## src/hdl/dttp_pkg.sv

```systemverilog
// Shared types, codes and month table for the date/time text parser.
package dttp_pkg;

	localparam logic [1:0] ST_OK   = 2'd0;
	localparam logic [1:0] ST_FMT  = 2'd1;
	localparam logic [1:0] ST_DATE = 2'd2;
	localparam logic [1:0] ST_TIME = 2'd3;

	localparam logic [2:0] FLD_NONE   = 3'd0;
	localparam logic [2:0] FLD_YEAR   = 3'd1;
	localparam logic [2:0] FLD_MONTH  = 3'd2;
	localparam logic [2:0] FLD_DAY    = 3'd3;
	localparam logic [2:0] FLD_HOUR   = 3'd4;
	localparam logic [2:0] FLD_MINUTE = 3'd5;
	localparam logic [2:0] FLD_SECOND = 3'd6;

	localparam logic [4:0] DATE_LEN     = 5'd10;
	localparam logic [4:0] DATETIME_LEN = 5'd19;
	localparam logic [4:0] POS_SAT      = 5'd20;

	localparam logic [7:0] CH_ZERO  = 8'h30;
	localparam logic [7:0] CH_NINE  = 8'h39;
	localparam logic [7:0] CH_DASH  = 8'h2d;
	localparam logic [7:0] CH_SPACE = 8'h20;
	localparam logic [7:0] CH_COLON = 8'h3a;

	typedef struct packed {
		logic [7:0] char_code;
		logic       last_char;
	} src_item_t;

	typedef struct packed {
		logic [1:0]  status;
		logic [13:0] year;
		logic [6:0]  month;
		logic [6:0]  day;
		logic [6:0]  hour;
		logic [6:0]  minute;
		logic [6:0]  second;
	} res_item_t;

	// one classified character
	typedef struct packed {
		logic [2:0] fld;
		logic [3:0] digit;
		logic       bad;
		logic       last;
		logic       len_ok;
		logic       tm;
	} tok_t;

	function automatic logic [4:0] days_in_month(input logic [3:0] m, input logic leap);
		logic [4:0] d;
		case (m)
			4'd1:    d = 5'd31;
			4'd2:    d = leap ? 5'd29 : 5'd28;
			4'd3:    d = 5'd31;
			4'd4:    d = 5'd30;
			4'd5:    d = 5'd31;
			4'd6:    d = 5'd30;
			4'd7:    d = 5'd31;
			4'd8:    d = 5'd31;
			4'd9:    d = 5'd30;
			4'd10:   d = 5'd31;
			4'd11:   d = 5'd30;
			4'd12:   d = 5'd31;
			default: d = 5'd0;
		endcase
		return d;
	endfunction

endpackage

```

## src/hdl/dttp_front.sv

```systemverilog
// Front end: character position tracking and classification into tokens.
module dttp_front (
	input  logic                clk,
	input  logic                arst_n,
	input  logic                cfg_we,
	input  logic                cfg_data,
	input  logic                push,
	input  dttp_pkg::src_item_t item,
	output dttp_pkg::tok_t      tok
);

	logic       with_time_q;
	logic [4:0] pos_q;
	logic [4:0] need;
	logic       is_digit;
	logic [7:0] dg_full;

	always_ff @(posedge clk or negedge arst_n) begin
		if (!arst_n) begin
			with_time_q <= 1'b0;
		end else if (cfg_we) begin
			with_time_q <= cfg_data;
		end
	end

	always_ff @(posedge clk or negedge arst_n) begin
		if (!arst_n) begin
			pos_q <= 5'd0;
		end else if (push) begin
			if (item.last_char) begin
				pos_q <= 5'd0;
			end else if (pos_q < dttp_pkg::POS_SAT) begin
				pos_q <= pos_q + 5'd1;
			end
		end
	end

	assign need     = with_time_q ? dttp_pkg::DATETIME_LEN : dttp_pkg::DATE_LEN;
	assign is_digit = (item.char_code >= dttp_pkg::CH_ZERO) &&
	                  (item.char_code <= dttp_pkg::CH_NINE);
	assign dg_full  = item.char_code - dttp_pkg::CH_ZERO;

	always_comb begin
		tok.fld    = dttp_pkg::FLD_NONE;
		tok.digit  = dg_full[3:0];
		tok.bad    = 1'b0;
		tok.last   = item.last_char;
		tok.len_ok = (pos_q + 5'd1) == need;
		tok.tm     = with_time_q;
		if (pos_q >= need) begin
			tok.bad = 1'b1;
		end else begin
			case (pos_q)
				5'd4, 5'd7:   tok.bad = item.char_code != dttp_pkg::CH_DASH;
				5'd10:        tok.bad = item.char_code != dttp_pkg::CH_SPACE;
				5'd13, 5'd16: tok.bad = item.char_code != dttp_pkg::CH_COLON;
				default: begin
					if (!is_digit) begin
						tok.bad = 1'b1;
					end else if (pos_q < 5'd4) begin
						tok.fld = dttp_pkg::FLD_YEAR;
					end else if (pos_q < 5'd7) begin
						tok.fld = dttp_pkg::FLD_MONTH;
					end else if (pos_q < 5'd10) begin
						tok.fld = dttp_pkg::FLD_DAY;
					end else if (pos_q < 5'd13) begin
						tok.fld = dttp_pkg::FLD_HOUR;
					end else if (pos_q < 5'd16) begin
						tok.fld = dttp_pkg::FLD_MINUTE;
					end else begin
						tok.fld = dttp_pkg::FLD_SECOND;
					end
				end
			endcase
		end
	end

endmodule

```

## src/hdl/dttp_queue.sv

```systemverilog
// Small token queue between front and back ends.
module dttp_queue #(
	parameter int DEPTH = 4
) (
	input  logic           clk,
	input  logic           arst_n,
	input  logic           push,
	input  dttp_pkg::tok_t wr_tok,
	output logic           full,
	input  logic           pop,
	output logic           rd_valid,
	output dttp_pkg::tok_t rd_tok
);

	localparam int PW = (DEPTH > 1) ? $clog2(DEPTH) : 1;
	localparam int CW = $clog2(DEPTH + 1);
	localparam logic [PW-1:0] LAST_PTR = PW'(DEPTH - 1);
	localparam logic [CW-1:0] DEPTH_C  = CW'(DEPTH);

	dttp_pkg::tok_t slot_q [DEPTH];
	logic [PW-1:0]  wr_ptr_q;
	logic [PW-1:0]  rd_ptr_q;
	logic [CW-1:0]  count_q;

	assign full     = count_q == DEPTH_C;
	assign rd_valid = count_q != '0;
	assign rd_tok   = slot_q[rd_ptr_q];

	always_ff @(posedge clk) begin
		if (push) begin
			slot_q[wr_ptr_q] <= wr_tok;
		end
	end

	always_ff @(posedge clk or negedge arst_n) begin
		if (!arst_n) begin
			wr_ptr_q <= '0;
			rd_ptr_q <= '0;
			count_q  <= '0;
		end else begin
			if (push) begin
				wr_ptr_q <= (wr_ptr_q == LAST_PTR) ? '0 : wr_ptr_q + PW'(1);
			end
			if (pop) begin
				rd_ptr_q <= (rd_ptr_q == LAST_PTR) ? '0 : rd_ptr_q + PW'(1);
			end
			if (push && !pop) begin
				count_q <= count_q + CW'(1);
			end else if (pop && !push) begin
				count_q <= count_q - CW'(1);
			end
		end
	end

endmodule

```

## src/hdl/dttp_back.sv

```systemverilog
// Back end: field accumulation, range checks and the result register.
module dttp_back (
	input  logic                 clk,
	input  logic                 arst_n,
	input  logic                 tok_valid,
	input  dttp_pkg::tok_t       tok,
	output logic                 pop,
	output logic                 res_valid,
	input  logic                 res_stall,
	output dttp_pkg::res_item_t  res_item
);

	logic        bad_q;
	logic [13:0] year_q;
	logic [6:0]  month_q, day_q, hour_q, minute_q, second_q;
	logic [15:0] ydig_q;

	logic [13:0] year_n;
	logic [6:0]  month_n, day_n, hour_n, minute_n, second_n;
	logic [15:0] ydig_n;
	logic        bad_n;
	logic [4:0]  lo_sum, hi_sum;
	logic        leap, m_ok, date_ok, time_ok;
	logic [4:0]  dmax;
	logic [1:0]  status;
	logic        res_valid_q;
	dttp_pkg::res_item_t res_q;
	dttp_pkg::res_item_t res_n;

	function automatic logic [6:0] acc7(input logic [6:0] a, input logic [3:0] d);
		return (a << 3) + (a << 1) + {3'd0, d};
	endfunction

	assign pop = tok_valid && (!tok.last || !res_valid_q || !res_stall);

	always_comb begin
		year_n   = year_q;
		month_n  = month_q;
		day_n    = day_q;
		hour_n   = hour_q;
		minute_n = minute_q;
		second_n = second_q;
		ydig_n   = ydig_q;
		case (tok.fld)
			dttp_pkg::FLD_YEAR: begin
				year_n = (year_q << 3) + (year_q << 1) + {10'd0, tok.digit};
				ydig_n = {ydig_q[11:0], tok.digit};
			end
			dttp_pkg::FLD_MONTH:  month_n  = acc7(month_q, tok.digit);
			dttp_pkg::FLD_DAY:    day_n    = acc7(day_q, tok.digit);
			dttp_pkg::FLD_HOUR:   hour_n   = acc7(hour_q, tok.digit);
			dttp_pkg::FLD_MINUTE: minute_n = acc7(minute_q, tok.digit);
			dttp_pkg::FLD_SECOND: second_n = acc7(second_q, tok.digit);
			default: ;
		endcase
		bad_n = bad_q | tok.bad;
	end

	// leap test on decimal digits: 10*t+u mod 4 == 2*t+u mod 4
	assign lo_sum  = {ydig_n[7:4], 1'b0} + {1'b0, ydig_n[3:0]};
	assign hi_sum  = {ydig_n[15:12], 1'b0} + {1'b0, ydig_n[11:8]};
	assign leap    = (lo_sum[1:0] == 2'd0) &&
	                 ((ydig_n[7:0] != 8'd0) || (hi_sum[1:0] == 2'd0));
	assign m_ok    = (month_n >= 7'd1) && (month_n <= 7'd12);
	assign dmax    = dttp_pkg::days_in_month(month_n[3:0], leap);
	assign date_ok = m_ok && (day_n >= 7'd1) && (day_n <= {2'd0, dmax});
	assign time_ok = (hour_n <= 7'd23) && (minute_n <= 7'd59) && (second_n <= 7'd59);

	always_comb begin
		if (bad_n || !tok.len_ok) begin
			status = dttp_pkg::ST_FMT;
		end else if (!date_ok) begin
			status = dttp_pkg::ST_DATE;
		end else if (tok.tm && !time_ok) begin
			status = dttp_pkg::ST_TIME;
		end else begin
			status = dttp_pkg::ST_OK;
		end
	end

	always_comb begin
		res_n        = '0;
		res_n.status = status;
		if (status != dttp_pkg::ST_FMT) begin
			res_n.year  = year_n;
			res_n.month = month_n;
			res_n.day   = day_n;
			if (tok.tm) begin
				res_n.hour   = hour_n;
				res_n.minute = minute_n;
				res_n.second = second_n;
			end
		end
	end

	always_ff @(posedge clk or negedge arst_n) begin
		if (!arst_n) begin
			bad_q    <= 1'b0;
			year_q   <= '0;
			month_q  <= '0;
			day_q    <= '0;
			hour_q   <= '0;
			minute_q <= '0;
			second_q <= '0;
			ydig_q   <= '0;
		end else if (pop) begin
			if (tok.last) begin
				bad_q    <= 1'b0;
				year_q   <= '0;
				month_q  <= '0;
				day_q    <= '0;
				hour_q   <= '0;
				minute_q <= '0;
				second_q <= '0;
				ydig_q   <= '0;
			end else begin
				bad_q    <= bad_n;
				year_q   <= year_n;
				month_q  <= month_n;
				day_q    <= day_n;
				hour_q   <= hour_n;
				minute_q <= minute_n;
				second_q <= second_n;
				ydig_q   <= ydig_n;
			end
		end
	end

	always_ff @(posedge clk or negedge arst_n) begin
		if (!arst_n) begin
			res_valid_q <= 1'b0;
		end else if (pop && tok.last) begin
			res_valid_q <= 1'b1;
		end else if (!res_stall) begin
			res_valid_q <= 1'b0;
		end
	end

	always_ff @(posedge clk) begin
		if (pop && tok.last) begin
			res_q <= res_n;
		end
	end

	assign res_valid = res_valid_q;
	assign res_item  = res_q;

endmodule

```

## src/hdl/date_time_text_parser.sv

```systemverilog
// Top level of the date/time text parser.
// Usage:
//   Text enters one ASCII character per transfer on the src channel
//   (src_valid/src_stall/src_item); last_char marks the final character.
//   Each string yields one transfer on the res channel with status and the
//   decimal fields. cfg_we/cfg_data write with_time (0 date only, 1 date and
//   time); write it only while no string is in flight.
// Throughput: one character per cycle while src_stall is low. The front end tags each
//   character with its field and checks separators and digits, then pushes it into a
//   QUEUE_DEPTH-entry token queue; the back end accumulates and range-checks.
// Result path: the last character's token is written to the queue and popped by the
//   back end, which then loads the result register and raises res_valid.
// Stall: while res_stall holds a result, the back end keeps consuming
//   non-final characters; the queue fills and src_stall rises only when it is
//   full. A new result is loaded in the cycle the old one is taken.
// Reset: arst_n clears position, accumulators, queue and result valid;
//   with_time resets to date only.
module date_time_text_parser #(
	parameter int QUEUE_DEPTH = 4
) (
	input  logic                clk,
	input  logic                arst_n,
	input  logic                src_valid,
	output logic                src_stall,
	input  dttp_pkg::src_item_t src_item,
	output logic                res_valid,
	input  logic                res_stall,
	output dttp_pkg::res_item_t res_item,
	input  logic                cfg_we,
	input  logic                cfg_data
);

	logic           q_full;
	logic           push;
	logic           pop;
	logic           tok_valid;
	dttp_pkg::tok_t front_tok;
	dttp_pkg::tok_t back_tok;

	assign src_stall = q_full;
	assign push      = src_valid && !q_full;

	dttp_front u_front (
		.clk      (clk),
		.arst_n   (arst_n),
		.cfg_we   (cfg_we),
		.cfg_data (cfg_data),
		.push     (push),
		.item     (src_item),
		.tok      (front_tok)
	);

	dttp_queue #(
		.DEPTH (QUEUE_DEPTH)
	) u_queue (
		.clk      (clk),
		.arst_n   (arst_n),
		.push     (push),
		.wr_tok   (front_tok),
		.full     (q_full),
		.pop      (pop),
		.rd_valid (tok_valid),
		.rd_tok   (back_tok)
	);

	dttp_back u_back (
		.clk       (clk),
		.arst_n    (arst_n),
		.tok_valid (tok_valid),
		.tok       (back_tok),
		.pop       (pop),
		.res_valid (res_valid),
		.res_stall (res_stall),
		.res_item  (res_item)
	);

	a_fmt_zero: assert property (@(posedge clk) disable iff (!arst_n)
		res_valid && res_item.status == dttp_pkg::ST_FMT |->
			res_item.year == '0 && res_item.month == '0 && res_item.day == '0 &&
			res_item.hour == '0 && res_item.minute == '0 && res_item.second == '0)
		else $error("format error result carries nonzero fields");

	a_ok_date: assert property (@(posedge clk) disable iff (!arst_n)
		res_valid && (res_item.status == dttp_pkg::ST_OK ||
		              res_item.status == dttp_pkg::ST_TIME) |->
			res_item.month >= 7'd1 && res_item.month <= 7'd12 &&
			res_item.day >= 7'd1 && res_item.day <= 7'd31)
		else $error("date passed with month or day out of range");

	a_ok_time: assert property (@(posedge clk) disable iff (!arst_n)
		res_valid && res_item.status == dttp_pkg::ST_OK |->
			res_item.hour <= 7'd23 && res_item.minute <= 7'd59 &&
			res_item.second <= 7'd59)
		else $error("valid result with time out of range");

	a_pop_ready: assert property (@(posedge clk) disable iff (!arst_n)
		pop |-> tok_valid)
		else $error("token popped from empty queue");

endmodule
```

## config.mk

```make
export PLATFORM = sky130hd
export DESIGN_NAME = date_time_text_parser
export DESIGN_NICKNAME = d
export VERILOG_FILES = /design/src/hdl/dttp_pkg.sv /design/src/hdl/dttp_front.sv /design/src/hdl/dttp_queue.sv /design/src/hdl/dttp_back.sv /design/src/hdl/date_time_text_parser.sv
export SDC_FILE = /design/constraint.sdc
export NUM_CORES = 1
export LEC_CHECK = 0
export ABC_CLOCK_PERIOD_IN_PS = 4500
export BUFFER_PORTS_ARGS = -buffer_cell sky130_fd_sc_hd__buf_2
export CAP_MARGIN = 10
export CORE_ASPECT_RATIO = 0.75
export CORE_MARGIN = 8
export CORE_UTILIZATION = 55
export DETAILED_ROUTE_END_ITERATION = 8
export MAX_ROUTING_LAYER = met4
export PLACE_DENSITY = 0.75
export SETUP_SLACK_MARGIN = 0.5
export SYNTH_ARGS = -nofsm -noshare
export SYNTH_HDL_FRONTEND = slang
export SYNTH_HIERARCHICAL = 1
export SYNTH_SLANG_ARGS = --single-unit
```

## constraint.sdc

```tcl
create_clock -name clk -period 4.5 [get_ports clk]
set_input_delay 0 -clock clk [delete_from_list [all_inputs] [get_ports clk]]
set_output_delay 0 -clock clk [all_outputs]
set_load 0.05 [all_outputs]
```

==> flow_summary.yaml, run 1 <==
outcome:
  status: "complete, no violations"
sta:
  worstMarginPinSlew_ns: 1.20
  fin_crit_ns: 4.16
  period_share_pct: 92.4
  setup_viol: 0
  relSlewSlack_pct: 19.6
  finalMaxSlewViolations: 0
  fmax_mhz: 241
  finClkSkew_ns: 0.00691
  fin_setup_tns_ns: 0
  final_hold_viol_count: 0
  rsz0062_at_grt: "true"
synth:
  ys_ff_latch: 170
  synth_edf_count: 95
  synthFlopType: "edfxtp_1"
  async_flop_share_pct: 44.1
  synthCells: 870
  avgSynthCellArea_um2: 11.2
  netlist_area_um2: 9710
  syn-num-nets: 976
  yosysSeqAreaShare_pct: 48.7
  synth.distinct_cells: 71
  synth_warnings: 6
finish:
  seq_area_um2: 4730
  utilization_pct: 63.4
  multiInputGateArea_um2: 4650
  drive_above_1_share_pct: 16.7
  fill_cells: 1386
  diodes: 0
  area_growth_pct: 13.8
  final_cell_mix: "nand2_1 (97), edfxtp_1 (95), ha_1 (76)"
  fin_nets: 1056
  final_common_cell: "nand2_1"
global_routing:
  grt_pass1_vias: 6817
  grtUsageTotal_pct: 21.6
  grt_first_pass_wirelength_mm: 36.3
  grt_max_degree: 55
  antenna_found_initial: 0
  gr-total-overflow: 0
pwr:
  intPower_uw: 4700
  power_density_nw_per_um2: 806
  combPwrFrac_pct: 54.6
  p_sw_uw: 4210
  clockPowerShare_pct: 15.9
  max-vdd-ir-drop_v: 0.000493
  p_leak_uw: 0.00482
  switching_share_pct: 47.3
  p_seq_share_pct: 29.5
setup_path:
  cp-start-kind: "register"
  cp.buffers_inverters: 1
  critPathSlowestCell: "mux4_2"
  rr_worst_depth: 15
  cp_max_fo: 4
  cp_data_arrival_time_ns: 4.32
  startpoint: "u_queue/rd_ptr_q[0]"
  r2r-start: "u_queue/rd_ptr_q[0]"
  worstPathRequired_ns: 4.66
  path_depth: 15
  path_class: "reg -> reg"
  worstPathCellList: "mux4_2 -> inv_4 -> fa_1 -> fa_1 -> and3b_1 -> o21ai_2 -> nand2_1 -> o21a_1 -> ha_1 -> o21ai_1 -> o21bai_1 -> a21oi_1 -> a21oi_1 -> or4_4 -> o2bb2ai_1"
  critPathMaxStageDelay_ns: 0.56
  critPathTopFamily: "adder cells"
  cp-end-kind: "register"
route:
  drtIter0Drc: 628
  drcViolationCount: 0
  postRouteAntennaNets: 0
  highest_layer: "met4"
  finalWirelength_mm: 22.6
  viasPerCell: 5.89
  routed-wl-met2_mm: 10.3
  dr.pass1.iters: 5
  met3WireLength_mm: 1.49
  wl_per_cell_um: 18.8
  num_vias: 7094
  met1Wirelength_mm: 10.4
clocking:
  cts_root_buffer: "clkbuf_16"
  cts_buffers: 17
  clock_path_buffers: 2
  cts_tree: "yes"
  cts.sinks: 170
  clock_latency_ns: 0.44
  h-tree-depth: 4
  clk_pin_slew_ns: 0.06
floorplan:
  dieWidth_um: 169
  die_y_um: 131
  placementRows: 42
  start_util_pct: 55.7
  core_area_um2: 17400
  dieArea_um2: 22200
  ioPinCount: 68
placed_design:
  place_congestion: 0.961
  hpwl_mm: 15.5
  port-buffer-count: 67
min_path:
  hp-class: "in -> async"
run:
  cap_violations: 0
routing by layer:
metal	global-route usage, %	vias to the layer above
li1	-	3327
met1	29.1	3469
met2	32.8	258
met3	4.37	40
met4	6.90	0
met5	-	-
metrics by stage:
step	hold slack [ns]	instance area (µm²)	power (µW)	setup WS, ns	std cells
2_1_floorplan	-0.296	9720	6100	0.243	870
3_3_place_gp	-0.0698	10300	7180	0.339	1157
3_5_place_dp	-0.0668	10300	7290	0.259	1157
4_1_cts	0.0361	11000	8810	0.347	1204
5_1_grt	0.0532	11100	9470	0.210	1205
6_report	0.0213	11100	8910	0.342	1205
cell families (layout without fill, tap and decap cells):
kind of cell | count (synthesis) | after routing | share of synthesized area (%)
and+or+nand+nor | 246 | 246 | 12.4
AOI/OAI and AO/OA | 204 | 204 | 13.7
DFF | 170 | 170 | 48.7
adders and majority gates | 91 | 91 | 12.7
buffers and inverters | 88 | 181 | 4.05
xor gates and xnor gates | 41 | 41 | 3.70
muxes | 30 | 30 | 4.68
power groups by stage:
stage                     Combinational [µW]  Clock, µW  Sequential, µW
final                                   4870       1420            2630
after global routing                    5280       1500            2690
after CTS                               4750       1440            2620
after detailed placement                4650          0            2640
after global placement                  4550          0            2630
after floorplan                         2700          0            3400
synth_stat cells, types with 4 or more instances:
master    instances  area share, %
a211oi_1          4           0.31
a21boi_0          6           0.46
a21o_1           15            1.2
a21oi_1          51            2.6
a22o_1           23            2.1
a31oi_1           7           0.45
a32o_1            6           0.62
and2_1            7           0.45
buf_2             5           0.26
buf_4             9           0.70
clkbuf_1         22           0.85
dfrtp_1          75             19
edfxtp_1         95             29
fa_1             13            2.7
ha_1             78             10
inv_1            44            1.7
mux2i_1          15            1.5
mux4_2            8            1.9
nand2_1          97            3.7
nand2b_1          5           0.32
nand3_1          13           0.67
nand4_1           7           0.45
nor2_1           59            2.3
nor2b_1           6           0.39
nor3_1           14           0.72
o211ai_1          6           0.46
o21ai_0          53            2.7
o21ai_1           4           0.21
o22ai_1           4           0.26
or3_1             7           0.45
xnor2_1          25            2.3
xor2_1           16            1.4
layout make-up:
| type | instances | area share [%] |
|---|---|---|
| Inverter | 47 | 1.62 |
| Tap cell | 242 | 2.74 |
| Multi-Input combinational cell | 612 | 42.0 |
| Clock inverter | 12 | 1.14 |
| Sequential cell | 170 | 42.8 |
| Timing Repair Buffer | 102 | 5.72 |
| Clock buffer | 20 | 3.95 |
registers in the layout, indices dropped and copies added (netlist names), 7 cells and up:
signal and cells:
u_back/second_q 7, u_back/month_q 7, u_back/day_q 7, u_back/year_q 14, u_back/hour_q 7, u_queue/slot_q 44, u_back/res_item 51, u_back/ydig_q 11
u_back/minute_q 7
path summary, 6_finish.rpt:
kind                                         end  slack (ns)
setup / recovery             u_back/res_item[50]        0.34
hold / removal                 u_back/year_q[10]        0.02
setup reg to reg             u_back/res_item[50]        0.34
hold reg to reg                  u_back/day_q[6]        0.49
max in group asynchronous    u_queue/rd_ptr_q[0]        3.37
min in group clk           u_queue/slot_q[3][10]        0.13
timing repair:
action / in CTS / in global routing
pin swaps: 4 / 6
gates resized for setup: 2 / 9
endpoints found under the hold margin: 48 / 0
hold buffers: 11 / 0
endpoints found under the setup margin: 2 / 2
setup buffers: 4 / 1
(Power assumes the default switching activity.)
==> run 2, diff against run 1 <==
--- a/config.mk
+++ b/config.mk
@@ -10,10 +10,10 @@
 export CAP_MARGIN = 10
 export CORE_ASPECT_RATIO = 0.75
 export CORE_MARGIN = 8
-export CORE_UTILIZATION = 55
+export CORE_UTILIZATION = 45
 export DETAILED_ROUTE_END_ITERATION = 8
 export MAX_ROUTING_LAYER = met4
-export PLACE_DENSITY = 0.75
+export PLACE_DENSITY = 0.63
 export SETUP_SLACK_MARGIN = 0.5
 export SYNTH_ARGS = -nofsm -noshare
 export SYNTH_HDL_FRONTEND = slang
==> run 2 against run 1 <==
Global-route usage is 3.4 points lower. Register-to-register slack got worse by 0.02 ns. Worst hold slack improved by 0.019 ns. Via count down 2.6%. Fmax decreased by 0.51%. Critical endpoint unchanged. Critical path depth shrank 1. Final cell count rose by 4.6%.
==> flow_summary.yaml, run 2 (synthesis results as in run 1) <==
sta:
  relSlewSlack_pct: 45.3
  worstMarginPinSlew_ns: 0.819
  finalMaxSlewViolations: 0
  whs_ns: 0.0406
  fin_crit_ns: 4.18
  finClkSkew_ns: 0.00847
  setup_viol: 0
  period_share_pct: 92.9
  rsz0062_at_grt: "true"
  final_hold_viol_count: 0
  fin_setup_tns_ns: 0
  fmax_mhz: 239
global_routing:
  busiest_layer: "met1"
  grt_max_degree: 48
  grt_first_pass_wirelength_mm: 36.6
  grt_pass1_vias: 6552
  grtUsageTotal_pct: 18.2
  antenna_found_initial: 0
  grtUsageMet2_pct: 25.8
  use_met1_pct: 26.7
  use_met3_pct: 3.43
  gr-total-overflow: 0
finish:
  final_area_um2: 11200
  fin_nets: 1066
  largest-register: "u_back/res_item"
  drive_above_1_share_pct: 18.5
  reg.largest.list: "u_back/res_item: 51 flops, u_queue/slot_q: 44 flops, u_back/year_q: 14 flops"
  fill_cells: 1885
  diodes: 0
  final_cell_mix: "nand2_1 (96), edfxtp_1 (95), dfrtp_1 (75)"
  largest_reg_flops: 51
  area_growth_pct: 15.8
  final_common_cell: "nand2_1"
setup_path:
  rrSetupSlack_ns: 0.32
  rr_worst_depth: 14
  path_class: "reg -> reg"
  cp_max_fo: 4
  reg2reg_to: "u_back/res_item[50]"
  cp-start-kind: "register"
  worstPathCellList: "mux4_2 -> buf_4 -> fa_1 -> inv_1 -> fa_1 -> xor2_1 -> nor2_1 -> a21oi_1 -> inv_1 -> ha_4 -> and4_1 -> a21oi_1 -> or4_4 -> o2bb2ai_2"
  critPathMaxStageDelay_ns: 0.56
  critPathTopFamily: "adder cells"
  cp.buffers_inverters: 3
  startpoint: "u_queue/rd_ptr_q[0]"
  cp_data_arrival_time_ns: 4.33
  path_depth: 14
  critPathSlowestCell: "mux4_2"
  cp-endpoint: "u_back/res_item[50]"
  cp-end-kind: "register"
  worstPathRequired_ns: 4.65
  r2r-start: "u_queue/rd_ptr_q[0]"
clocking:
  clk_pin_slew_ns: 0.07
  cts_tree: "yes"
  h-tree-depth: 4
  clock_latency_ns: 0.43
  clock_path_buffers: 2
  cts.sinks: 170
  cts_root_buffer: "clkbuf_16"
  cts_buffers: 17
placed_design:
  place_congestion: 0.909
  hpwl_mm: 16.0
  place_area_um2: 10400
  port-buffer-count: 67
min_path:
  hp-class: "in -> async"
floorplan:
  dieWidth_um: 186
  core_area_um2: 21200
  start_util_pct: 45.8
  placementRows: 46
  die_y_um: 143
  ioPinCount: 68
  dieArea_um2: 26600
pwr:
  power_density_nw_per_um2: 811
  p_leak_uw: 0.00485
  max-vdd-ir-drop_v: 0.000407
run:
  cap_violations: 0
route:
  viasPerCell: 5.48
  drtIter0Drc: 610
  dr.pass1.iters: 9
  drcViolationCount: 0
  postRouteAntennaNets: 0
  num_vias: 6909
  finalWirelength_mm: 23.1
  wl_per_cell_um: 18.3
outcome:
  status: "complete, no violations"
==> run 2: layer usage <==
metal | part of all wire (%) | wire, µm
met5 | 0 | 0
met4 | 0.99 | 229
met3 | 5.4 | 1240
met2 | 43 | 10000
met1 | 50 | 11600
==> run 2: area by class of cell <==
type | instances | area [µm²] | share of cell area (%)
timing repair buffer | 112 | 707 | 6.29
inverter | 47 | 179 | 1.59
sequential | 170 | 4730 | 42.1
clock buffer | 20 | 447 | 3.97
tap | 288 | 360 | 3.21
multi-input combinational | 612 | 4700 | 41.8
clock inverter | 12 | 116 | 1.04
==> run 2: where the power goes <==
| group | switching, µW | leakage (µW) | total, µW | internal, µW |
|---|---|---|---|---|
| Sequential | 362 | 0.00192 | 2620 | 2260 |
| Combinational | 3330 | 0.00267 | 5080 | 1760 |
| Clock | 627 | 0.000260 | 1410 | 782 |
| Total | 4310 | 0.00485 | 9120 | 4800 |
==> run 2: worst min-delay path by stage <==
stage / from / to / slack (ns) / cells after the start
floorplan: arst_n / u_back/bad_q / -0.30 / 0
global placement: arst_n / u_back/year_q[10] / -0.04 / 1
detailed placement: arst_n / u_back/year_q[10] / -0.04 / 1
CTS: arst_n / u_back/year_q[10] / 0.05 / 2
global route: arst_n / u_back/year_q[10] / 0.08 / 2
finish: arst_n / u_back/year_q[10] / 0.04 / 2
==> run 2: worst reg2reg max path: cells and delay by family, from the launching register on <==
kind / cells / cell delay, ns
buffers and inverters: 3 / 0.39
AO/OA/AOI/OAI: 3 / 0.40
flip-flops: 1 / 0.42
multiplexers: 1 / 0.56
AND/OR/NAND/NOR: 3 / 0.65
adder cells (fa/ha/maj): 3 / 1.31
XOR/XNOR: 1 / 0.16
==> run 2: timing repair <==
item / in CTS / in global routing
setup endpoints to repair: 2 / 2
gates resized for setup: 6 / 11
hold buffers: 11 / 0
hold endpoints to repair: 56 / 0
pin swaps: 5 / 8
setup buffers: 7 / 3
==> run 2: metrics by stage <==
step	cells	util (%)	worst slack (ns)	total power, µW
global placement	1207	49.0	0.305	7310
global route	1261	53.1	0.174	9740
floorplan	870	-	0.243	6100
CTS	1257	52.5	0.319	8950
finish	1261	53.1	0.321	9120
detailed placement	1207	49.0	0.223	7360
